==> src/design/fct_pkg.sv <==
`default_nettype none
// ----------------------------------------------------------------------------
// fct_pkg
// Shared types and codes for the fault code table: command word, result
// word, stored entry and the operation, status and outcome codes.
// ----------------------------------------------------------------------------
package fct_pkg;

    localparam int FCT_DEPTH = 16;

    localparam logic [1:0] OP_REPORT = 2'd0;
    localparam logic [1:0] OP_CLEAR  = 2'd1;
    localparam logic [1:0] OP_QUERY  = 2'd2;
    localparam logic [1:0] OP_LIST   = 2'd3;

    localparam logic [1:0] RS_PASSED    = 2'd0;
    localparam logic [1:0] RS_FAILED    = 2'd1;
    localparam logic [1:0] RS_CONFIRMED = 2'd2;

    localparam logic [1:0] ST_NONE      = 2'd0;
    localparam logic [1:0] ST_FAILED    = 2'd1;
    localparam logic [1:0] ST_CONFIRMED = 2'd2;

    localparam logic [1:0] OC_OK   = 2'd0;
    localparam logic [1:0] OC_MISS = 2'd1;
    localparam logic [1:0] OC_FULL = 2'd2;

    typedef struct packed {
        logic [1:0]  opcode;
        logic [15:0] fault_code;
        logic [1:0]  reported_status;
    } t_cmd;

    typedef struct packed {
        logic [1:0]  outcome;
        logic [1:0]  found_status;
        logic [15:0] entry_code;
        logic [4:0]  entry_total;
        logic        final_item;
    } t_result;

    typedef struct packed {
        logic        mark;
        logic [15:0] code;
    } t_entry;

endpackage
`default_nettype wire

==> src/design/fct_entry_ram.sv <==
`default_nettype none
// ----------------------------------------------------------------------------
// fct_entry_ram
// Entry store of the fault code table: one write port and one read port,
// read data registered.
// ----------------------------------------------------------------------------
module fct_entry_ram import fct_pkg::*; #(
    parameter int DEPTH = FCT_DEPTH,
    parameter int AW    = 4
) (
    input  logic          i_clk,
    input  logic          i_we,
    input  logic [AW-1:0] i_waddr,
    input  t_entry        i_wdata,
    input  logic [AW-1:0] i_raddr,
    output t_entry        o_rdata
);

    t_entry mem [DEPTH];
    t_entry r_rdata;

    always_ff @(posedge i_clk) begin
        if (i_we) begin
            mem[i_waddr] <= i_wdata;
        end
        r_rdata <= mem[i_raddr];
    end

    assign o_rdata = r_rdata;

endmodule
`default_nettype wire

==> src/design/fault_code_table.sv <==
`default_nettype none
// ----------------------------------------------------------------------------
// fault_code_table
// Ordered table of diagnostic fault codes with failed/confirmed marks:
// report, clear, query and list operations over one entry memory.
// ----------------------------------------------------------------------------
// A command word is taken when start is high and busy is low. Each result
// word appears on o_result for exactly one cycle with o_strobe high and
// cannot be held off. The entries sit in a memory with a single read port,
// so each search or list walks the table one entry per cycle; a report
// with a reserved status and a list of an empty table are answered from
// idle without a walk. Report and query stop at a match or the last entry,
// list gives one word per cycle, and a clear (or a passed report) that
// finds its entry moves each later entry down one place, one per cycle.
// busy drops on the edge that puts out the last result word of a command.
// ----------------------------------------------------------------------------
module fault_code_table import fct_pkg::*; #(
    parameter int TABLE_DEPTH = FCT_DEPTH
) (
    input  logic    i_clk,
    input  logic    i_rst_n,
    input  logic    start,
    input  t_cmd    i_cmd,
    output logic    busy,
    output logic    o_strobe,
    output t_result o_result
);

    localparam int AW = (TABLE_DEPTH > 1) ? $clog2(TABLE_DEPTH) : 1;
    localparam int CW = $clog2(TABLE_DEPTH + 1);
    localparam logic [CW-1:0] FULL = CW'(TABLE_DEPTH);

    typedef enum logic [1:0] {S_IDLE, S_SEARCH, S_SHIFT, S_LIST} t_state;

    t_state        r_state, n_state;
    logic [CW-1:0] r_fill, n_fill;
    logic [CW-1:0] r_ptr, n_ptr;
    logic          r_pend, n_pend;
    logic [AW-1:0] r_ppos, n_ppos;
    t_cmd          r_cmd, n_cmd;
    logic          r_strobe, n_strobe;
    t_result       r_res, n_res;

    logic          mem_we;
    logic [AW-1:0] mem_waddr;
    t_entry        mem_wdata;
    logic [AW-1:0] mem_raddr;
    t_entry        mem_rdata;

    logic          hit;
    logic          is_remove;
    logic          is_fail;
    logic          is_conf;
    logic [1:0]    rd_status;

    function automatic t_result make_res(input logic [1:0] oc, input logic [1:0] st,
                                         input logic [15:0] code,
                                         input logic [CW-1:0] tot, input logic fin);
        t_result r;
        r.outcome      = oc;
        r.found_status = st;
        r.entry_code   = code;
        r.entry_total  = 5'(tot);
        r.final_item   = fin;
        return r;
    endfunction

    fct_entry_ram #(
        .DEPTH (TABLE_DEPTH),
        .AW    (AW)
    ) u_ram (
        .i_clk   (i_clk),
        .i_we    (mem_we),
        .i_waddr (mem_waddr),
        .i_wdata (mem_wdata),
        .i_raddr (mem_raddr),
        .o_rdata (mem_rdata)
    );

    assign hit       = r_pend && (mem_rdata.code == r_cmd.fault_code);
    assign is_remove = (r_cmd.opcode == OP_CLEAR) ||
                       ((r_cmd.opcode == OP_REPORT) && (r_cmd.reported_status == RS_PASSED));
    assign is_fail   = (r_cmd.opcode == OP_REPORT) && (r_cmd.reported_status == RS_FAILED);
    assign is_conf   = (r_cmd.opcode == OP_REPORT) && (r_cmd.reported_status == RS_CONFIRMED);
    assign rd_status = mem_rdata.mark ? ST_CONFIRMED : ST_FAILED;

    always_comb begin
        n_state   = r_state;
        n_fill    = r_fill;
        n_ptr     = r_ptr;
        n_pend    = r_pend;
        n_ppos    = r_ppos;
        n_cmd     = r_cmd;
        n_strobe  = 1'b0;
        n_res     = r_res;
        mem_we    = 1'b0;
        mem_waddr = r_ppos;
        mem_wdata = mem_rdata;
        mem_raddr = r_ptr[AW-1:0];

        case (r_state)
            S_IDLE: begin
                if (start) begin
                    n_cmd  = i_cmd;
                    n_ptr  = '0;
                    n_pend = 1'b0;
                    if (i_cmd.opcode == OP_LIST) begin
                        if (r_fill == '0) begin
                            n_strobe = 1'b1;
                            n_res    = make_res(OC_MISS, ST_NONE, 16'd0, r_fill, 1'b1);
                        end else begin
                            n_state = S_LIST;
                        end
                    end else if ((i_cmd.opcode == OP_REPORT) &&
                                 (i_cmd.reported_status != RS_PASSED) &&
                                 (i_cmd.reported_status != RS_FAILED) &&
                                 (i_cmd.reported_status != RS_CONFIRMED)) begin
                        n_strobe = 1'b1;
                        n_res    = make_res(OC_OK, ST_NONE, i_cmd.fault_code, r_fill, 1'b1);
                    end else begin
                        n_state = S_SEARCH;
                    end
                end
            end
            S_SEARCH: begin
                n_pend = 1'b0;
                if (hit) begin
                    if (is_remove) begin
                        n_state = S_SHIFT;
                        n_ptr   = CW'(r_ppos) + CW'(1);
                    end else begin
                        n_state  = S_IDLE;
                        n_strobe = 1'b1;
                        if (is_fail) begin
                            mem_we    = 1'b1;
                            mem_wdata = '{mark: 1'b0, code: r_cmd.fault_code};
                            n_res     = make_res(OC_OK, ST_FAILED, r_cmd.fault_code,
                                                 r_fill, 1'b1);
                        end else if (is_conf) begin
                            mem_we    = 1'b1;
                            mem_wdata = '{mark: 1'b1, code: r_cmd.fault_code};
                            n_res     = make_res(OC_OK, ST_CONFIRMED, r_cmd.fault_code,
                                                 r_fill, 1'b1);
                        end else begin
                            n_res = make_res(OC_OK, rd_status, r_cmd.fault_code,
                                             r_fill, 1'b1);
                        end
                    end
                end else if (r_ptr >= r_fill) begin
                    n_state  = S_IDLE;
                    n_strobe = 1'b1;
                    if (is_fail) begin
                        if (r_fill < FULL) begin
                            mem_we    = 1'b1;
                            mem_waddr = r_fill[AW-1:0];
                            mem_wdata = '{mark: 1'b0, code: r_cmd.fault_code};
                            n_fill    = r_fill + CW'(1);
                            n_res     = make_res(OC_OK, ST_FAILED, r_cmd.fault_code,
                                                 r_fill + CW'(1), 1'b1);
                        end else begin
                            n_res = make_res(OC_FULL, ST_NONE, r_cmd.fault_code,
                                             r_fill, 1'b1);
                        end
                    end else begin
                        n_res = make_res(OC_MISS, ST_NONE, r_cmd.fault_code, r_fill, 1'b1);
                    end
                end else begin
                    n_pend = 1'b1;
                    n_ppos = r_ptr[AW-1:0];
                    n_ptr  = r_ptr + CW'(1);
                end
            end
            S_SHIFT: begin
                n_pend = 1'b0;
                if (r_pend) begin
                    mem_we    = 1'b1;
                    mem_waddr = r_ppos - AW'(1);
                    mem_wdata = mem_rdata;
                end
                if (r_ptr < r_fill) begin
                    n_pend = 1'b1;
                    n_ppos = r_ptr[AW-1:0];
                    n_ptr  = r_ptr + CW'(1);
                end else begin
                    n_state  = S_IDLE;
                    n_fill   = r_fill - CW'(1);
                    n_strobe = 1'b1;
                    n_res    = make_res(OC_OK, ST_NONE, r_cmd.fault_code,
                                        r_fill - CW'(1), 1'b1);
                end
            end
            S_LIST: begin
                n_pend = 1'b0;
                if (r_pend) begin
                    n_strobe = 1'b1;
                    n_res    = make_res(OC_OK, rd_status, mem_rdata.code, r_fill,
                                        CW'(r_ppos) == (r_fill - CW'(1)));
                end
                if (r_ptr < r_fill) begin
                    n_pend = 1'b1;
                    n_ppos = r_ptr[AW-1:0];
                    n_ptr  = r_ptr + CW'(1);
                end else begin
                    n_state = S_IDLE;
                end
            end
            default: begin
                n_state = S_IDLE;
            end
        endcase
    end

    always_ff @(posedge i_clk) begin
        if (!i_rst_n) begin
            r_state  <= S_IDLE;
            r_fill   <= '0;
            r_pend   <= 1'b0;
            r_strobe <= 1'b0;
        end else begin
            r_state  <= n_state;
            r_fill   <= n_fill;
            r_pend   <= n_pend;
            r_strobe <= n_strobe;
        end
        r_ptr  <= n_ptr;
        r_ppos <= n_ppos;
        r_cmd  <= n_cmd;
        r_res  <= n_res;
    end

    assign busy     = (r_state != S_IDLE);
    assign o_strobe = r_strobe;
    assign o_result = r_res;

`ifndef SYNTHESIS
    a_fill_bound: assert property (@(posedge i_clk) disable iff (!i_rst_n)
        r_fill <= FULL)
        else $error("fill count above table depth");

    a_done_word: assert property (@(posedge i_clk) disable iff (!i_rst_n)
        $fell(busy) |-> o_strobe)
        else $error("command finished without a result word");

    a_list_run: assert property (@(posedge i_clk) disable iff (!i_rst_n)
        (o_strobe && !o_result.final_item) |=> o_strobe)
        else $error("gap inside a list run");

    a_accept_reply: assert property (@(posedge i_clk) disable iff (!i_rst_n)
        (start && !busy) |=> (busy || o_strobe))
        else $error("accepted command neither working nor answered");
`endif

endmodule
`default_nettype wire

==> config.mk <==
export PLATFORM = sky130hd
export DESIGN_NAME = fault_code_table
export DESIGN_NICKNAME = d
export VERILOG_FILES = /design/src/design/fct_pkg.sv /design/src/design/fct_entry_ram.sv /design/src/design/fault_code_table.sv
export SDC_FILE = /design/constraint.sdc
export NUM_CORES = 1
export LEC_CHECK = 0
export CORE_AREA = 2 2 157 159
export DETAILED_ROUTE_END_ITERATION = 6
export DIE_AREA = 0 0 159 161
export DONT_BUFFER_PORTS = 1
export PLACE_DENSITY = 0.78
export SYNTH_ARGS = -nofsm -noshare
export SYNTH_HDL_FRONTEND = slang
export SYNTH_SLANG_ARGS = --single-unit
==> constraint.sdc <==
create_clock -name i_clk -period 6.8 [get_ports i_clk]
set_input_delay 1.36 -clock i_clk [delete_from_list [all_inputs] [get_ports i_clk]]
set_output_delay 1.36 -clock i_clk [all_outputs]
set_load 0.05 [all_outputs]
==> flow_summary.yaml <==
logic_synthesis:
  syn_area_mm2: 0.0148
  synth_edf_count: 327
  async_flop_share_pct: 0
  synth_area_leader_cell: "edfxtp_1"
  synth-seq-cells: 353
  synthCells: 840
  synth.most_common_cell: "edfxtp_1"
  syn_area_per_cell_um2: 17.7
  synth_ff_type: "edfxtp_1"
  synth_warnings: 0
  ys_types: 74
  synth.yosys.seq_area_share_pct: 69.7
  synth_fp_nets: 879
  netlist.area_leader.share_pct: 66.2
  synthTopCellsByCount: "edfxtp_1 (327), mux4_2 (85), nand2_1 (47)"
  synthTopCellsByArea: "edfxtp_1 (66%), mux4_2 (13%), dfxtp_1 (3.5%), ha_1 (1.3%), o21ai_0 (1.2%)"
timing:
  worst-slew-pin-transition_ns: 1.07
  skew_ns: 0.0151
  layout_min_cycle_time_ns: 4.08
  maxSlewHeadroom_pct: 28.7
  fin_crit_sh_pct: 59.9
  setup_slack_ns: 2.72
  rsz0062_at_grt: "no"
  fin_setup_tns_ns: 0
  fmax_mhz: 245
  drv_slew: 0
  setup_violations: 0
  final_hold_viol_count: 0
power:
  switchingPower_mw: 2.91
  p_clk_share_pct: 24.2
  power.density_mw_per_mm2: 472
  swShare_pct: 37.4
  p_seq_share_pct: 44.4
  vdd_drop_max_v: 0.000269
  internal_power_mw: 4.86
  combinationalPowerShare_pct: 31.4
  leakagePower_nw: 5.20
die:
  start_util_pct: 61.9
  die-area_mm2: 0.0256
  die_x_um: 159
  die_y_um: 161
  io_pins: 51
  rows: 57
  coreArea_mm2: 0.0240
placed_design:
  dp_cells: 1144
  post-dp-hpwl_mm: 22.2
  place_ws_ns: 2.79
  gp_congestion: 0.897
  numPortBuffers: 0
route:
  route.detailed.drc: 0
  drt-total-wl_mm: 35.3
  routed_via_density: 6.83
  first_iter_violations: 1260
  firstDrtPassIters: 5
  post_drt_wl_per_cell_um: 29.2
  drtAntennaViolNets: 0
  vias: 8274
global_routing:
  antenna_found_initial: 0
  grt_first_pass_wirelength_mm: 53.1
  grt_usage_pct: 28.1
  grt-ovfl-total: 0
  grt_max_degree: 73
  grt_pass1_vias: 8047
critical_path:
  crit_type: "reg -> reg"
  cp-end-kind: "flip-flop"
  crit_fanout: 72
  worstPathArrival_ns: 4.28
  startpoint_type: "flip-flop"
  required_ns: 7.00
cts:
  cts_max_path_buffers: 3
  htree_levels: 2
  cts.sinks: 353
  hold_buffers: 0
  cts_setup_buffers: 0
  cts_root_buffer: "clkbuf_16"
  clk_latency_ns: 0.53
  cts_resized: 0
  clk_pin_slew_ns: 0.06
  numCtsBuffers: 37
  cts_tree: "built"
finish:
  area_delta_synth_final_pct: 10.9
  finalNonFillerCells: 1212
  nFillCells: 1495
  layout-drive-gt1-share_pct: 23.9
  finish.net_count: 898
  multi_input_area_mm2: 0.00434
  regArea_mm2: 0.0103
  diodes: 0
status:
  outcome: "complete, no violations"
job:
  maxCapViolations: 0
min_path:
  hp-class: "reg -> reg"
[placed cells by master, fill, tap and decap left out, types with 3 or more instances in the layout]
| master | netlist | final |
|---|---|---|
| buf_4 | 1 | 24 |
| nor3_1 | 23 | 9 |
| clkinv_2 | 0 | 6 |
| and2_1 | 3 | 3 |
| or2_2 | 4 | 4 |
| o21ai_0 | 37 | 37 |
| mux2i_1 | 4 | 4 |
| dfxtp_1 | 26 | 26 |
| nor2_1 | 27 | 27 |
| a221oi_1 | 3 | 3 |
| or4_1 | 3 | 3 |
| o31ai_1 | 4 | 4 |
| clkinvlp_4 | 0 | 3 |
| a22oi_1 | 17 | 17 |
| xor2_1 | 15 | 15 |
| ha_1 | 16 | 16 |
| nand2_1 | 47 | 47 |
| nand4_1 | 4 | 4 |
| nand3_1 | 16 | 16 |
| xnor2_1 | 15 | 15 |
| nor3_2 | 1 | 15 |
| inv_1 | 14 | 14 |
| clkbuf_16 | 0 | 38 |
| a21oi_1 | 21 | 21 |
| clkbuf_1 | 32 | 7 |
| mux2_2 | 16 | 16 |
| a31oi_1 | 5 | 5 |
| nor4_1 | 3 | 3 |
| clkinv_1 | 3 | 13 |
| mux4_2 | 85 | 85 |
| edfxtp_1 | 327 | 327 |
[sequential cells by signal, summed over array words and instances (netlist names)]
name,flops
o_result,26
r_ptr,5
u_ram.mem,272
r_pend,1
r_fill,5
r_cmd,20
u_ram.o_rdata,17
o_strobe,1
r_state,2
r_ppos,4
[final timing paths]
| path | from | slack (ns) | depth (start not counted) | endpoint |
|---|---|---|---|---|
| setup reg to reg | r_ptr[1]$_DFFE_PP_ | 2.72 | 10 | u_ram.mem[8][14]$_DFFE_PP_ |
| hold reg to reg | r_fill[4]$_SDFFE_PN0P_ | 0.52 | 2 | r_fill[4]$_SDFFE_PN0P_ |
| setup / recovery | r_ptr[1]$_DFFE_PP_ | 2.72 | 10 | u_ram.mem[8][14]$_DFFE_PP_ |
| hold / removal | r_fill[4]$_SDFFE_PN0P_ | 0.52 | 2 | r_fill[4]$_SDFFE_PN0P_ |
[cell families after synthesis]
family / after synthesis / share of synthesized area [%]
multiplexers: 105 / 14.4
buffers and inverters: 61 / 1.59
AO/OA/AOI/OAI: 120 / 5.58
XOR/XNOR: 30 / 1.77
adder cells (fa/ha/maj): 16 / 1.35
AND/OR/NAND/NOR: 155 / 5.65
flip-flops: 353 / 69.7
[per-layer routing]
layer | share of wire (%) | vias up | track usage (%)
li1 | - | 3442 | -
met1 | 40 | 4210 | 40.8
met2 | 48 | 565 | 45.3
met3 | 9.7 | 57 | 4.85
met4 | 2.3 | 0 | 7.73
met5 | 0 | - | 0
[worst max-delay path, cell delays in order (launching register included)]
cell      delay [ns]
edfxtp_1        0.32
buf_4           0.75
ha_1            0.29
a21oi_1         0.07
o221a_2         0.32
a21oi_1         0.40
o31ai_1         0.15
a311oi_2        0.37
or4b_1          0.62
nor3_2          0.16
buf_4           0.30
[power groups by stage]
stage               Sequential (mW)  Clock (mW)  Combinational (mW)
finish                         3.45        1.88                2.44
global route                   3.47        1.98                2.60
CTS                            3.45        1.89                2.42
detailed placement             3.49           0                2.40
global placement               3.48           0                2.32
floorplan                      3.37           0                1.71
[final cells by class]
cell class                 count  share of cell area (%)
tap                          324                    2.46
multi-input combinational    426                    26.4
clock inverter                22                   0.836
clock buffer                  46                    6.02
sequential                   353                    62.8
timing repair buffer          24                    1.09
inverter                      17                   0.388
[stage by stage]
stage               hold WS [ns]  util, %  power, mW  area, um2
floorplan                  0.452        -       5.09      14800
global placement           0.487     64.0       5.80      15300
detailed placement         0.508     64.0       5.88      15300
CTS                        0.517     68.7       7.76      16500
global route               0.558     68.7       8.05      16500
finish                     0.518     68.7       7.77      16500
No activity file was read; power rests on OpenSTA's default activity.
